## src/hw/rtl/its_pkg.sv

```systemverilog
// Shared types and constants for the indentation test sequencer.
// Used by its_ramp, its_ctrl and indentation_test_sequencer; no dependencies.

package its_pkg;

   // Field widths
   localparam int NOW_W   = 32;
   localparam int FORCE_W = 18;
   localparam int DEPTH_W = 17;
   localparam int TGT_W   = 16;
   localparam int RATE_W  = 16;
   localparam int HOLD_W  = 20;
   localparam int KIND_W  = 2;
   localparam int CSR_AW  = 2;
   localparam int CSR_DW  = 20;
   localparam int REQ_DW  = 72;
   localparam int RSP_DW  = 64;

   // Register reset values
   localparam logic [TGT_W-1:0]  TARGET_RST = 16'd10000;
   localparam logic [RATE_W-1:0] RATE_RST   = 16'd500;
   localparam logic [HOLD_W-1:0] HOLD_RST   = 20'd10000;

   // Thresholds
   localparam int MS_PER_S = 1000;
   localparam logic signed [FORCE_W-1:0] CONTACT_MN     = 18'sd50;
   localparam logic signed [FORCE_W:0]   HOLD_MARGIN_MN = 19'sd5;
   localparam logic signed [FORCE_W-1:0] UNLOAD_END_MN  = 18'sd5;
   localparam logic signed [29:0]        DEADBAND_K     = 30'sd2000;

   typedef enum logic [KIND_W-1:0] {
      KIND_SAMPLE = 2'd0,
      KIND_START  = 2'd1,
      KIND_STOP   = 2'd2
   } kind_type;

   typedef enum logic [CSR_AW-1:0] {
      CSR_TARGET_FORCE = 2'd0,
      CSR_RAMP_RATE    = 2'd1,
      CSR_HOLD_TIME    = 2'd2
   } csr_index_type;

   typedef enum logic [2:0] {
      PH_IDLE     = 3'd0,
      PH_APPROACH = 3'd1,
      PH_LOAD     = 3'd2,
      PH_HOLD     = 3'd3,
      PH_UNLOAD   = 3'd4,
      PH_RETRACT  = 3'd5,
      PH_ALARM    = 3'd6
   } phase_type;

   typedef enum logic [2:0] {
      M_NONE          = 3'd0,
      M_APPROACH      = 3'd1,
      M_STOPHOLD      = 3'd2,
      M_DOWN          = 3'd3,
      M_UP            = 3'd4,
      M_BEGIN_RETRACT = 3'd5,
      M_RETRACT_TICK  = 3'd6,
      M_ESTOP         = 3'd7
   } motor_type;

   typedef enum logic [2:0] {
      EV_NONE         = 3'd0,
      EV_STARTED      = 3'd1,
      EV_REFUSED_TIP  = 3'd2,
      EV_REFUSED_TILT = 3'd3,
      EV_ABORTED      = 3'd4,
      EV_UNLOAD_DONE  = 3'd5,
      EV_RUN_COMPLETE = 3'd6,
      EV_ALARM        = 3'd7
   } event_type;

   // Request payload; last member sits in the lowest bits, matching req_tdata.
   typedef struct packed {
      logic                      level_ok;
      logic                      tip_present;
      logic                      retracted;
      logic                      safety_ok;
      logic signed [DEPTH_W-1:0] sensed_depth;
      logic signed [FORCE_W-1:0] sensed_force;
      logic [NOW_W-1:0]          now_ms;
   } item_type;

   // Result payload; phase in the lowest bits, matching rsp_tdata.
   typedef struct packed {
      logic signed [DEPTH_W-1:0] end_depth;
      logic signed [DEPTH_W-1:0] max_depth;
      logic signed [FORCE_W-1:0] max_force;
      logic [2:0]                event_res;
      logic                      record_point;
      logic [2:0]                motor_cmd;
      logic [2:0]                phase;
   } result_type;

   // Timing state the ramp datapath needs from the controller
   typedef struct packed {
      phase_type                 phase;
      logic [NOW_W-1:0]          contact_time;
      logic [NOW_W-1:0]          unload_start_time;
      logic signed [FORCE_W-1:0] unload_ref_force;
   } ramp_ctx_type;

endpackage

```

## src/hw/rtl/indentation_test_sequencer.sv

```systemverilog
// Indentation test sequencer top level: input register, result register, CSRs.
// Depends on its_pkg and its_ctrl.

// One beat in, one result beat out, one beat per clock sustained while rsp_tready stays
// high. Each item passes an input register, then the phase logic and ramp datapath (one
// 16x32 multiply and deadband compare) combinationally, then the result register, which
// takes the result once the result slot is free. While a result waits, one more request
// is taken into the input register, then req_tready drops until the result leaves. CSR
// writes take effect at the next edge and belong to idle periods.

module indentation_test_sequencer (
   input  logic                        clock,
   input  logic                        reset,
   // request channel
   input  logic                        req_tvalid,
   output logic                        req_tready,
   // now_ms[31:0], force[49:32], depth[66:50], safety_ok[67], retracted[68],
   // tip_present[69], level_ok[70], zero fill[71]
   input  logic [its_pkg::REQ_DW-1:0]  req_tdata,
   // kind[1:0]
   input  logic [its_pkg::KIND_W-1:0]  req_tuser,
   // result channel
   output logic                        rsp_tvalid,
   input  logic                        rsp_tready,
   // phase[2:0], motor_cmd[5:3], record_point[6], event_res[9:7],
   // peak force[27:10], peak depth[44:28], final depth[61:45], zero fill[63:62]
   output logic [its_pkg::RSP_DW-1:0]  rsp_tdata,
   // configuration
   input  logic                        csr_we,
   input  logic [its_pkg::CSR_AW-1:0]  csr_addr,
   input  logic [its_pkg::CSR_DW-1:0]  csr_wdata
);

   logic [its_pkg::TGT_W-1:0]  target_ff;
   logic [its_pkg::RATE_W-1:0] rate_ff;
   logic [its_pkg::HOLD_W-1:0] hold_ff;

   logic                          in_valid_ff, in_valid_in;
   logic [its_pkg::KIND_W-1:0]    in_kind_ff;
   its_pkg::item_type             in_item_ff;
   logic                          rsp_valid_ff, rsp_valid_in;
   its_pkg::result_type           rsp_ff;
   its_pkg::result_type           result;
   logic                          req_take;
   logic                          fire;

   // config registers
   always_ff @(posedge clock) begin
      if (reset) begin
         target_ff <= its_pkg::TARGET_RST;
         rate_ff   <= its_pkg::RATE_RST;
         hold_ff   <= its_pkg::HOLD_RST;
      end else if (csr_we) begin
         unique case (its_pkg::csr_index_type'(csr_addr))
            its_pkg::CSR_TARGET_FORCE: target_ff <= csr_wdata[its_pkg::TGT_W-1:0];
            its_pkg::CSR_RAMP_RATE:    rate_ff   <= csr_wdata[its_pkg::RATE_W-1:0];
            its_pkg::CSR_HOLD_TIME:    hold_ff   <= csr_wdata;
            default: ;
         endcase
      end
   end

   // the item in the input register moves on when the result slot frees up
   assign fire       = in_valid_ff && (!rsp_valid_ff || rsp_tready);
   assign req_tready = !in_valid_ff || fire;
   assign req_take   = req_tvalid && req_tready;

   always_comb begin
      in_valid_in = in_valid_ff;
      if (req_take)  in_valid_in = 1'b1;
      else if (fire) in_valid_in = 1'b0;

      rsp_valid_in = rsp_valid_ff;
      if (fire)            rsp_valid_in = 1'b1;
      else if (rsp_tready) rsp_valid_in = 1'b0;
   end

   always_ff @(posedge clock) begin
      if (reset) begin
         in_valid_ff  <= 1'b0;
         rsp_valid_ff <= 1'b0;
      end else begin
         in_valid_ff  <= in_valid_in;
         rsp_valid_ff <= rsp_valid_in;
      end
   end

   always_ff @(posedge clock) begin
      if (req_take) begin
         in_kind_ff <= req_tuser;
         in_item_ff <= req_tdata[$bits(its_pkg::item_type)-1:0];
      end
      if (fire) begin
         rsp_ff <= result;
      end
   end

   its_ctrl u_ctrl (
      .clock              (clock),
      .reset              (reset),
      .fire               (fire),
      .kind               (its_pkg::kind_type'(in_kind_ff)),
      .item               (in_item_ff),
      .target_force_mn    (target_ff),
      .ramp_rate_mn_per_s (rate_ff),
      .hold_time_ms       (hold_ff),
      .result             (result)
   );

   assign rsp_tvalid = rsp_valid_ff;
   assign rsp_tdata  = {{(its_pkg::RSP_DW - $bits(its_pkg::result_type)){1'b0}}, rsp_ff};

`ifndef SYNTHESIS
   a_fire_gives_result: assert property (@(posedge clock) disable iff (reset)
      fire |=> rsp_tvalid)
      else $error("processed beat produced no result");

   // curve points only come from the force-controlled phases or their exits
   a_record_phase: assert property (@(posedge clock) disable iff (reset)
      (rsp_tvalid && rsp_ff.record_point) |->
      (rsp_ff.phase == its_pkg::PH_LOAD || rsp_ff.phase == its_pkg::PH_HOLD ||
       rsp_ff.phase == its_pkg::PH_UNLOAD || rsp_ff.phase == its_pkg::PH_RETRACT))
      else $error("record point outside load, hold or unload");

   a_estop_alarm: assert property (@(posedge clock) disable iff (reset)
      rsp_tvalid |->
      ((rsp_ff.motor_cmd == its_pkg::M_ESTOP) == (rsp_ff.event_res == its_pkg::EV_ALARM)))
      else $error("emergency stop and alarm event disagree");
`endif

endmodule

```

## src/hw/rtl/its_ramp.sv

```systemverilog
// Expected-force ramp and +/-2 mN deadband compare for load, hold and unload.
// Depends on its_pkg.

module its_ramp (
   input  its_pkg::ramp_ctx_type               ctx,
   input  logic [its_pkg::NOW_W-1:0]           now_ms,
   input  logic signed [its_pkg::FORCE_W-1:0]  sensed_force,
   input  logic [its_pkg::TGT_W-1:0]           target_force_mn,
   input  logic [its_pkg::RATE_W-1:0]          ramp_rate_mn_per_s,
   output its_pkg::motor_type                  db_cmd
);

   logic [its_pkg::NOW_W-1:0] start_time;
   logic [its_pkg::NOW_W-1:0] elapsed;
   logic [47:0]               prod;
   logic [25:0]               cap;
   logic signed [27:0]        usf_k;
   logic [26:0]               e_load;
   logic [26:0]               e_unload;
   logic [26:0]               expect_k;
   logic signed [29:0]        expect_s;
   logic signed [29:0]        force_k;

   // One shared multiplier: elapsed time since contact or since unload start
   assign start_time = (ctx.phase == its_pkg::PH_LOAD) ? ctx.contact_time
                                                       : ctx.unload_start_time;
   assign elapsed    = now_ms - start_time;
   assign prod       = 48'(ramp_rate_mn_per_s) * 48'(elapsed);

   assign cap   = 26'(target_force_mn) * 26'(its_pkg::MS_PER_S);
   assign usf_k = $signed({{10{ctx.unload_ref_force[its_pkg::FORCE_W-1]}},
                           ctx.unload_ref_force}) * $signed(28'(its_pkg::MS_PER_S));

   assign e_load = (prod > {22'b0, cap}) ? {1'b0, cap} : prod[26:0];

   always_comb begin
      if (usf_k <= 28'sd0 || prod >= {20'b0, usf_k}) begin
         e_unload = '0;
      end else begin
         e_unload = usf_k[26:0] - prod[26:0];
      end
   end

   always_comb begin
      case (ctx.phase)
         its_pkg::PH_LOAD:   expect_k = e_load;
         its_pkg::PH_UNLOAD: expect_k = e_unload;
         default:            expect_k = {1'b0, cap};
      endcase
   end

   assign expect_s = $signed({3'b0, expect_k});
   assign force_k  = $signed({{12{sensed_force[its_pkg::FORCE_W-1]}}, sensed_force})
                     * $signed(30'(its_pkg::MS_PER_S));

   always_comb begin
      if (expect_s > force_k + its_pkg::DEADBAND_K) begin
         db_cmd = its_pkg::M_DOWN;
      end else if (expect_s < force_k - its_pkg::DEADBAND_K) begin
         db_cmd = its_pkg::M_UP;
      end else begin
         db_cmd = its_pkg::M_NONE;
      end
   end

endmodule

```

## src/hw/rtl/its_ctrl.sv

```systemverilog
// Phase state machine, run timestamps and peak tracking; builds one result per beat.
// Depends on its_pkg and its_ramp.

module its_ctrl (
   input  logic                       clock,
   input  logic                       reset,
   input  logic                       fire,
   input  its_pkg::kind_type          kind,
   input  its_pkg::item_type          item,
   input  logic [its_pkg::TGT_W-1:0]  target_force_mn,
   input  logic [its_pkg::RATE_W-1:0] ramp_rate_mn_per_s,
   input  logic [its_pkg::HOLD_W-1:0] hold_time_ms,
   output its_pkg::result_type        result
);

   its_pkg::phase_type phase_ff, phase_in;
   logic [its_pkg::NOW_W-1:0] contact_time_ff, contact_time_in;
   logic [its_pkg::NOW_W-1:0] hold_start_ff, hold_start_in;
   logic [its_pkg::NOW_W-1:0] unload_start_ff, unload_start_in;
   logic signed [its_pkg::FORCE_W-1:0] usf_ff, usf_in;
   logic signed [its_pkg::FORCE_W-1:0] peak_force_ff, peak_force_in;
   logic signed [its_pkg::DEPTH_W-1:0] peak_depth_ff, peak_depth_in;
   logic signed [its_pkg::DEPTH_W-1:0] final_depth_ff, final_depth_in;

   its_pkg::ramp_ctx_type ctx;
   its_pkg::motor_type    db_cmd;
   its_pkg::motor_type    motor;
   its_pkg::event_type    ev;
   logic                  rec;
   logic signed [its_pkg::FORCE_W:0] hold_thr;
   logic [its_pkg::NOW_W-1:0] hold_age;

   assign ctx.phase             = phase_ff;
   assign ctx.contact_time      = contact_time_ff;
   assign ctx.unload_start_time = unload_start_ff;
   assign ctx.unload_ref_force  = usf_ff;

   its_ramp u_ramp (
      .ctx                (ctx),
      .now_ms             (item.now_ms),
      .sensed_force       (item.sensed_force),
      .target_force_mn    (target_force_mn),
      .ramp_rate_mn_per_s (ramp_rate_mn_per_s),
      .db_cmd             (db_cmd)
   );

   assign hold_thr = $signed({3'b0, target_force_mn}) - its_pkg::HOLD_MARGIN_MN;
   assign hold_age = item.now_ms - hold_start_ff;

   always_ff @(posedge clock) begin
      if (reset) begin
         phase_ff        <= its_pkg::PH_IDLE;
         contact_time_ff <= '0;
         hold_start_ff   <= '0;
         unload_start_ff <= '0;
         usf_ff          <= '0;
         peak_force_ff   <= '0;
         peak_depth_ff   <= '0;
         final_depth_ff  <= '0;
      end else if (fire) begin
         phase_ff        <= phase_in;
         contact_time_ff <= contact_time_in;
         hold_start_ff   <= hold_start_in;
         unload_start_ff <= unload_start_in;
         usf_ff          <= usf_in;
         peak_force_ff   <= peak_force_in;
         peak_depth_ff   <= peak_depth_in;
         final_depth_ff  <= final_depth_in;
      end
   end

   always_comb begin
      phase_in        = phase_ff;
      contact_time_in = contact_time_ff;
      hold_start_in   = hold_start_ff;
      unload_start_in = unload_start_ff;
      usf_in          = usf_ff;
      peak_force_in   = peak_force_ff;
      peak_depth_in   = peak_depth_ff;
      final_depth_in  = final_depth_ff;
      motor           = its_pkg::M_NONE;
      ev              = its_pkg::EV_NONE;
      rec             = 1'b0;

      unique case (kind)
         its_pkg::KIND_SAMPLE: begin
            // peaks track every sample, even in idle and alarm
            if (item.sensed_force > peak_force_ff) peak_force_in = item.sensed_force;
            if (item.sensed_depth > peak_depth_ff) peak_depth_in = item.sensed_depth;
            if (!item.safety_ok) begin
               phase_in = its_pkg::PH_ALARM;
               motor    = its_pkg::M_ESTOP;
               ev       = its_pkg::EV_ALARM;
            end else begin
               unique case (phase_ff)
                  its_pkg::PH_APPROACH: begin
                     if (item.sensed_force > its_pkg::CONTACT_MN) begin
                        motor           = its_pkg::M_STOPHOLD;
                        phase_in        = its_pkg::PH_LOAD;
                        contact_time_in = item.now_ms;
                        peak_force_in   = item.sensed_force;
                        peak_depth_in   = item.sensed_depth;
                     end else begin
                        motor = its_pkg::M_APPROACH;
                     end
                  end
                  its_pkg::PH_LOAD: begin
                     motor = db_cmd;
                     rec   = 1'b1;
                     if ($signed({item.sensed_force[its_pkg::FORCE_W-1], item.sensed_force})
                         >= hold_thr) begin
                        phase_in      = its_pkg::PH_HOLD;
                        hold_start_in = item.now_ms;
                        peak_force_in = item.sensed_force;
                        peak_depth_in = item.sensed_depth;
                     end
                  end
                  its_pkg::PH_HOLD: begin
                     motor = db_cmd;
                     rec   = 1'b1;
                     if (hold_age >= {12'b0, hold_time_ms}) begin
                        phase_in        = its_pkg::PH_UNLOAD;
                        unload_start_in = item.now_ms;
                        usf_in          = item.sensed_force;
                     end
                  end
                  its_pkg::PH_UNLOAD: begin
                     motor = db_cmd;
                     rec   = 1'b1;
                     // end of unload overrides the deadband command
                     if (item.sensed_force < its_pkg::UNLOAD_END_MN) begin
                        final_depth_in = item.sensed_depth;
                        motor          = its_pkg::M_BEGIN_RETRACT;
                        phase_in       = its_pkg::PH_RETRACT;
                        ev             = its_pkg::EV_UNLOAD_DONE;
                     end
                  end
                  its_pkg::PH_RETRACT: begin
                     motor = its_pkg::M_RETRACT_TICK;
                     if (item.retracted) begin
                        phase_in = its_pkg::PH_IDLE;
                        ev       = its_pkg::EV_RUN_COMPLETE;
                     end
                  end
                  default: ;
               endcase
            end
         end
         its_pkg::KIND_START: begin
            if (phase_ff == its_pkg::PH_IDLE) begin
               if (!item.tip_present) begin
                  ev = its_pkg::EV_REFUSED_TIP;
               end else if (!item.level_ok) begin
                  ev = its_pkg::EV_REFUSED_TILT;
               end else begin
                  motor    = its_pkg::M_APPROACH;
                  phase_in = its_pkg::PH_APPROACH;
                  ev       = its_pkg::EV_STARTED;
               end
            end
         end
         its_pkg::KIND_STOP: begin
            if (phase_ff == its_pkg::PH_LOAD || phase_ff == its_pkg::PH_HOLD ||
                phase_ff == its_pkg::PH_UNLOAD) begin
               motor    = its_pkg::M_BEGIN_RETRACT;
               phase_in = its_pkg::PH_RETRACT;
               ev       = its_pkg::EV_ABORTED;
            end
         end
         default: ;
      endcase
   end

   assign result.phase        = phase_in;
   assign result.motor_cmd    = motor;
   assign result.record_point = rec;
   assign result.event_res    = ev;
   assign result.max_force    = peak_force_in;
   assign result.max_depth    = peak_depth_in;
   assign result.end_depth    = final_depth_in;

`ifndef SYNTHESIS
   // alarm is left only through reset
   a_alarm_sticky: assert property (@(posedge clock) disable iff (reset)
      phase_ff == its_pkg::PH_ALARM |=> phase_ff == its_pkg::PH_ALARM)
      else $error("alarm phase was left without reset");

   // idle exits only into approach (start) or alarm (fault)
   a_idle_exit: assert property (@(posedge clock) disable iff (reset)
      (phase_ff == its_pkg::PH_IDLE && phase_in != its_pkg::PH_IDLE) |->
      (phase_in == its_pkg::PH_APPROACH || phase_in == its_pkg::PH_ALARM))
      else $error("illegal exit from idle");

   // curve points come only from the force-controlled phases
   a_record_src: assert property (@(posedge clock) disable iff (reset)
      (fire && rec) |->
      (phase_ff == its_pkg::PH_LOAD || phase_ff == its_pkg::PH_HOLD ||
       phase_ff == its_pkg::PH_UNLOAD))
      else $error("record point from outside load, hold or unload");
`endif

endmodule

```

## config.mk

```make
export PLATFORM = sky130hd
export DESIGN_NAME = indentation_test_sequencer
export DESIGN_NICKNAME = d
export VERILOG_FILES = /design/src/hw/rtl/its_pkg.sv /design/src/hw/rtl/indentation_test_sequencer.sv /design/src/hw/rtl/its_ramp.sv /design/src/hw/rtl/its_ctrl.sv
export SDC_FILE = /design/constraint.sdc
export NUM_CORES = 2
export LEC_CHECK = 0
export BUFFER_PORTS_ARGS = -buffer_cell sky130_fd_sc_hd__buf_2
export CAP_MARGIN = 40
export CORE_MARGIN = 10
export CORE_UTILIZATION = 65
export CTS_CLUSTER_DIAMETER = 60
export DETAILED_ROUTE_END_ITERATION = 6
export GPL_TIMING_DRIVEN = 0
export PLACE_DENSITY = 0.86
export SYNTH_ARGS = -nofsm -noshare
export SYNTH_HDL_FRONTEND = slang
export SYNTH_SLANG_ARGS = --single-unit
```

## constraint.sdc

```tcl
create_clock -name clock -period 19.5 [get_ports clock]
set_clock_uncertainty 0.15 [all_clocks]
set_input_delay 1.95 -clock clock [delete_from_list [all_inputs] [get_ports clock]]
set_output_delay 1.95 -clock clock [all_outputs]
set_load 0.05 [all_outputs]
```

==> results.md <==
* Status: finished with violations
* Failing checks: design-rule violations
* CTS buffer count at 34
* Rel. slew slack at between 30% and 40%
* Initial antenna violation count at 18
* Fin. Hold Viols at 0
* Max stage delay on crit path at around 0.73 ns
* Cell depth of the worst setup path at 65
* CP dominant cell by count: a21oi_1
* Final setup vio count at 0
* Buffers on Ports at between 150 and 200
* Setup CP Type: register to register
* Layout Nets at 6880
* Core area at between 0.07 and 0.08 sq mm
* Top cell type's share of synthesized area at about a quarter
* R2R Setup Slk at roughly 2.4 ns
* Top cells by count, synth: inv_1 (738), nand2_1 (626), fa_1 (608)
* Worst path bufs/invs at 7
* FMAX at around 59 MHz
* Synthesized netlist cell count at approximately 5400
* Final period utilization at approximately 90%
* Clock slew seen by the registers of the worst setup and hold paths at 0.07 ns
* Worst Hold Class: register to register
* Top_reg_cell synth: dfxtp_1
* Cell taking the most area after synthesis: fa_1
* Residual DRC at 11
* CP Launch Type: register
* CP endpoint: rsp_tdata[5]$_DFFE_PP_
* Row Count at 100
* Area Overhead vs Synth at 6.95%
* Die H at 294 um
* YS warnings at 0
* TNS Setup at 0 ns
* RSZ-0062 raised after global routing: no
* Post-synth EDFFs at ~140
* Crit path from: u_ctrl.phase_ff[1]$_SDFFE_PP0P_
* Placed Area at between 0.05 and 0.06 sq mm
* Reg-to-reg critical path startpoint: u_ctrl.phase_ff[1]$_SDFFE_PP0P_
* Mapped cell area at around 0.049 sq mm
* Post-CTS Hold Buffers at 0
* Die area at between 0.08 and 0.09 sq mm
* Crit. End Element: register
* Vias in the first global route at just over 40000
* Req. time, crit path at around 20 ns
* Overall routing resource usage at between 30 and 40%
* Pre-antenna DRT Iters at 7
* Largest net degree at the start of global routing at 44
* Via/cell ratio at slightly above 6
* Crit path arrival time at 17.26 ns
* Seq cells post-synth at ~360
* Clk buf depth at 3
* Total Wirelength at 142000 um
* Post-route cell area at roughly 0.052 sq mm
* CTS Sinks at ~360
* CP max stage cell: xnor2_1
* CTS tree: built
* DR WL/cell at 21.5 um
* Post-CTS Setup Repair Bufs at 0
* Gp weighted congestion at just over 1
* Worst skew pair latency at about 0.56 ns
* Largest cells by area after synthesis: fa_1 (25%), ha_1 (15%), dfxtp_1 (9.2%)
* Total global routing overflow at 0
* Reg-to-reg endpoint: rsp_tdata[5]$_DFFE_PP_
* Synth async-reset ratio at 0%
* Tightest Pin Transition at approximately 0.94 ns
* DP HPWL at 114000 um
* Most common cell in the netlist: inv_1
* Slew Viols, Final at 0
* Max Cap Viol at 0
* Vias at between 40000 and 50000
* Register area share after synthesis at between 10% and 20%
* I/O pin cnt at 167
* Syn Area/Cell at between 9 and 10 sq um
* CP top delay family: compound AO/OA/AOI/OAI gates
* H-tree levels at 2
* First-pass GRT wire length at roughly 220000 um
* Crit path time final at around 17 ns
* # resized after CTS at 0
* Root buf cell: clkbuf_16
* R2r worst-path depth at 65
* Initial Utilization at between 60% and 70%
* 1st-iter DRT viols at 3890
* Crit Path Max Fanout at 10
* Die Width at 294 um
* Synth unique cells at 90
* Share of cells above drive strength 1 at under 10%
* Antenna viol nets, final at 0
## kinds of logic after synthesis
group | after synthesis | share of synthesized area [%]
xor gates and xnor gates | 213 | 3.83
other | 1 | 0.00769
and+or+nand+nor | 1574 | 15.4
muxes | 229 | 4.79
buffers and inverters | 931 | 7.25
adders and majority gates | 1204 | 40.3
DFF | 358 | 17.5
AOI/OAI and AO/OA | 842 | 11.0
## how the worst min path moves through the flow
stage                                                  startpoint  slack, ns                                 endpoint  cells past startpoint
after floorplan           u_ctrl.contact_time_ff[10]$_SDFFE_PP0P_       0.29  u_ctrl.contact_time_ff[10]$_SDFFE_PP0P_                      2
after global placement     u_ctrl.contact_time_ff[5]$_SDFFE_PP0P_       0.29   u_ctrl.contact_time_ff[5]$_SDFFE_PP0P_                      2
after detailed placement  u_ctrl.contact_time_ff[11]$_SDFFE_PP0P_       0.30  u_ctrl.contact_time_ff[11]$_SDFFE_PP0P_                      2
after CTS                 u_ctrl.contact_time_ff[11]$_SDFFE_PP0P_       0.31  u_ctrl.contact_time_ff[11]$_SDFFE_PP0P_                      2
after global routing      u_ctrl.contact_time_ff[11]$_SDFFE_PP0P_       0.32  u_ctrl.contact_time_ff[11]$_SDFFE_PP0P_                      2
final                     u_ctrl.contact_time_ff[12]$_SDFFE_PP0P_       0.31  u_ctrl.contact_time_ff[12]$_SDFFE_PP0P_                      2
## area by class of cell
class	count	area, sq um
multi-input cells	4064	36700
fillers	5467	22300
flip-flops and latches	358	8520
inverters	740	2780
well taps	969	1210
repair buffers	186	1040
clock buffers	47	952
plain buffers	191	759
clock inverters	15	169
diodes	4	10.0
## sequential cells by signal, summed over array words and instances (netlist names), 17 cells and up
name,count
in_item_ff,71
u_ctrl.final_depth_ff,17
u_ctrl.unload_start_ff,32
u_ctrl.hold_start_ff,32
u_ctrl.peak_depth_ff,17
u_ctrl.contact_time_ff,32
rsp_tdata,62
u_ctrl.usf_ff,18
u_ctrl.peak_force_ff,18
hold_ff,20
## metrics by stage
| step | setup slack, ns | cells | hold WS [ns] | util, % |
|---|---|---|---|---|
| finish | 2.44 | 6574 | 0.307 | 70.1 |
| global route | 1.69 | 6571 | 0.322 | 70.0 |
| CTS | 2.74 | 6569 | 0.306 | 70.0 |
| detailed placement | 2.87 | 6507 | 0.297 | 68.5 |
| global placement | 2.49 | 6484 | 0.291 | 68.2 |
| floorplan | 6.38 | 5353 | 0.286 | - |
## cells in the final DEF, fill, tap and decap left out, types with 17 or more instances in the layout
| cell type | instances |
|---|---|
| a211oi_1 | 23 |
| a21o_1 | 112 |
| a21oi_1 | 280 |
| a31oi_1 | 30 |
| and2_1 | 212 |
| and3_1 | 25 |
| buf_2 | 175 |
| buf_4 | 20 |
| clkbuf_1 | 175 |
| clkbuf_16 | 36 |
| dfxtp_1 | 223 |
| edfxtp_1 | 135 |
| fa_1 | 608 |
| ha_1 | 596 |
| inv_1 | 738 |
| mux2_2 | 35 |
| mux2i_1 | 194 |
| nand2_1 | 626 |
| nand2b_1 | 51 |
| nand3_1 | 72 |
| nand3b_1 | 17 |
| nand4_1 | 45 |
| nor2_1 | 305 |
| nor2b_1 | 65 |
| nor3_1 | 62 |
| nor4_1 | 17 |
| o211ai_1 | 22 |
| o21a_1 | 41 |
| o21ai_0 | 127 |
| o21ai_1 | 27 |
| o21bai_1 | 25 |
| or2_2 | 17 |
| or3_1 | 18 |
| xnor2_1 | 126 |
| xor2_1 | 87 |
## layer usage
metal	global-route usage, %	share of wire (%)	vias up
met5	0	0.095	-
met4	14.0	4.7	20
met3	7.29	11	429
met1	41.7	38	19970
li1	-	-	18136
met2	53.0	46	1993
## worst register-to-register path, delay by kind of cell, from the launching register on
family | cells | cell delay, ns
compound gates | 28 | 4.98
xor+xnor | 2 | 1.05
fa+ha+maj | 11 | 4.73
buf+inv | 7 | 2.37
flops | 1 | 0.35
simple gates | 17 | 3.23
Power is left out: the tool's default activity adds up to more than one toggle a clock period on the data nets, which glitch-free logic cannot reach.
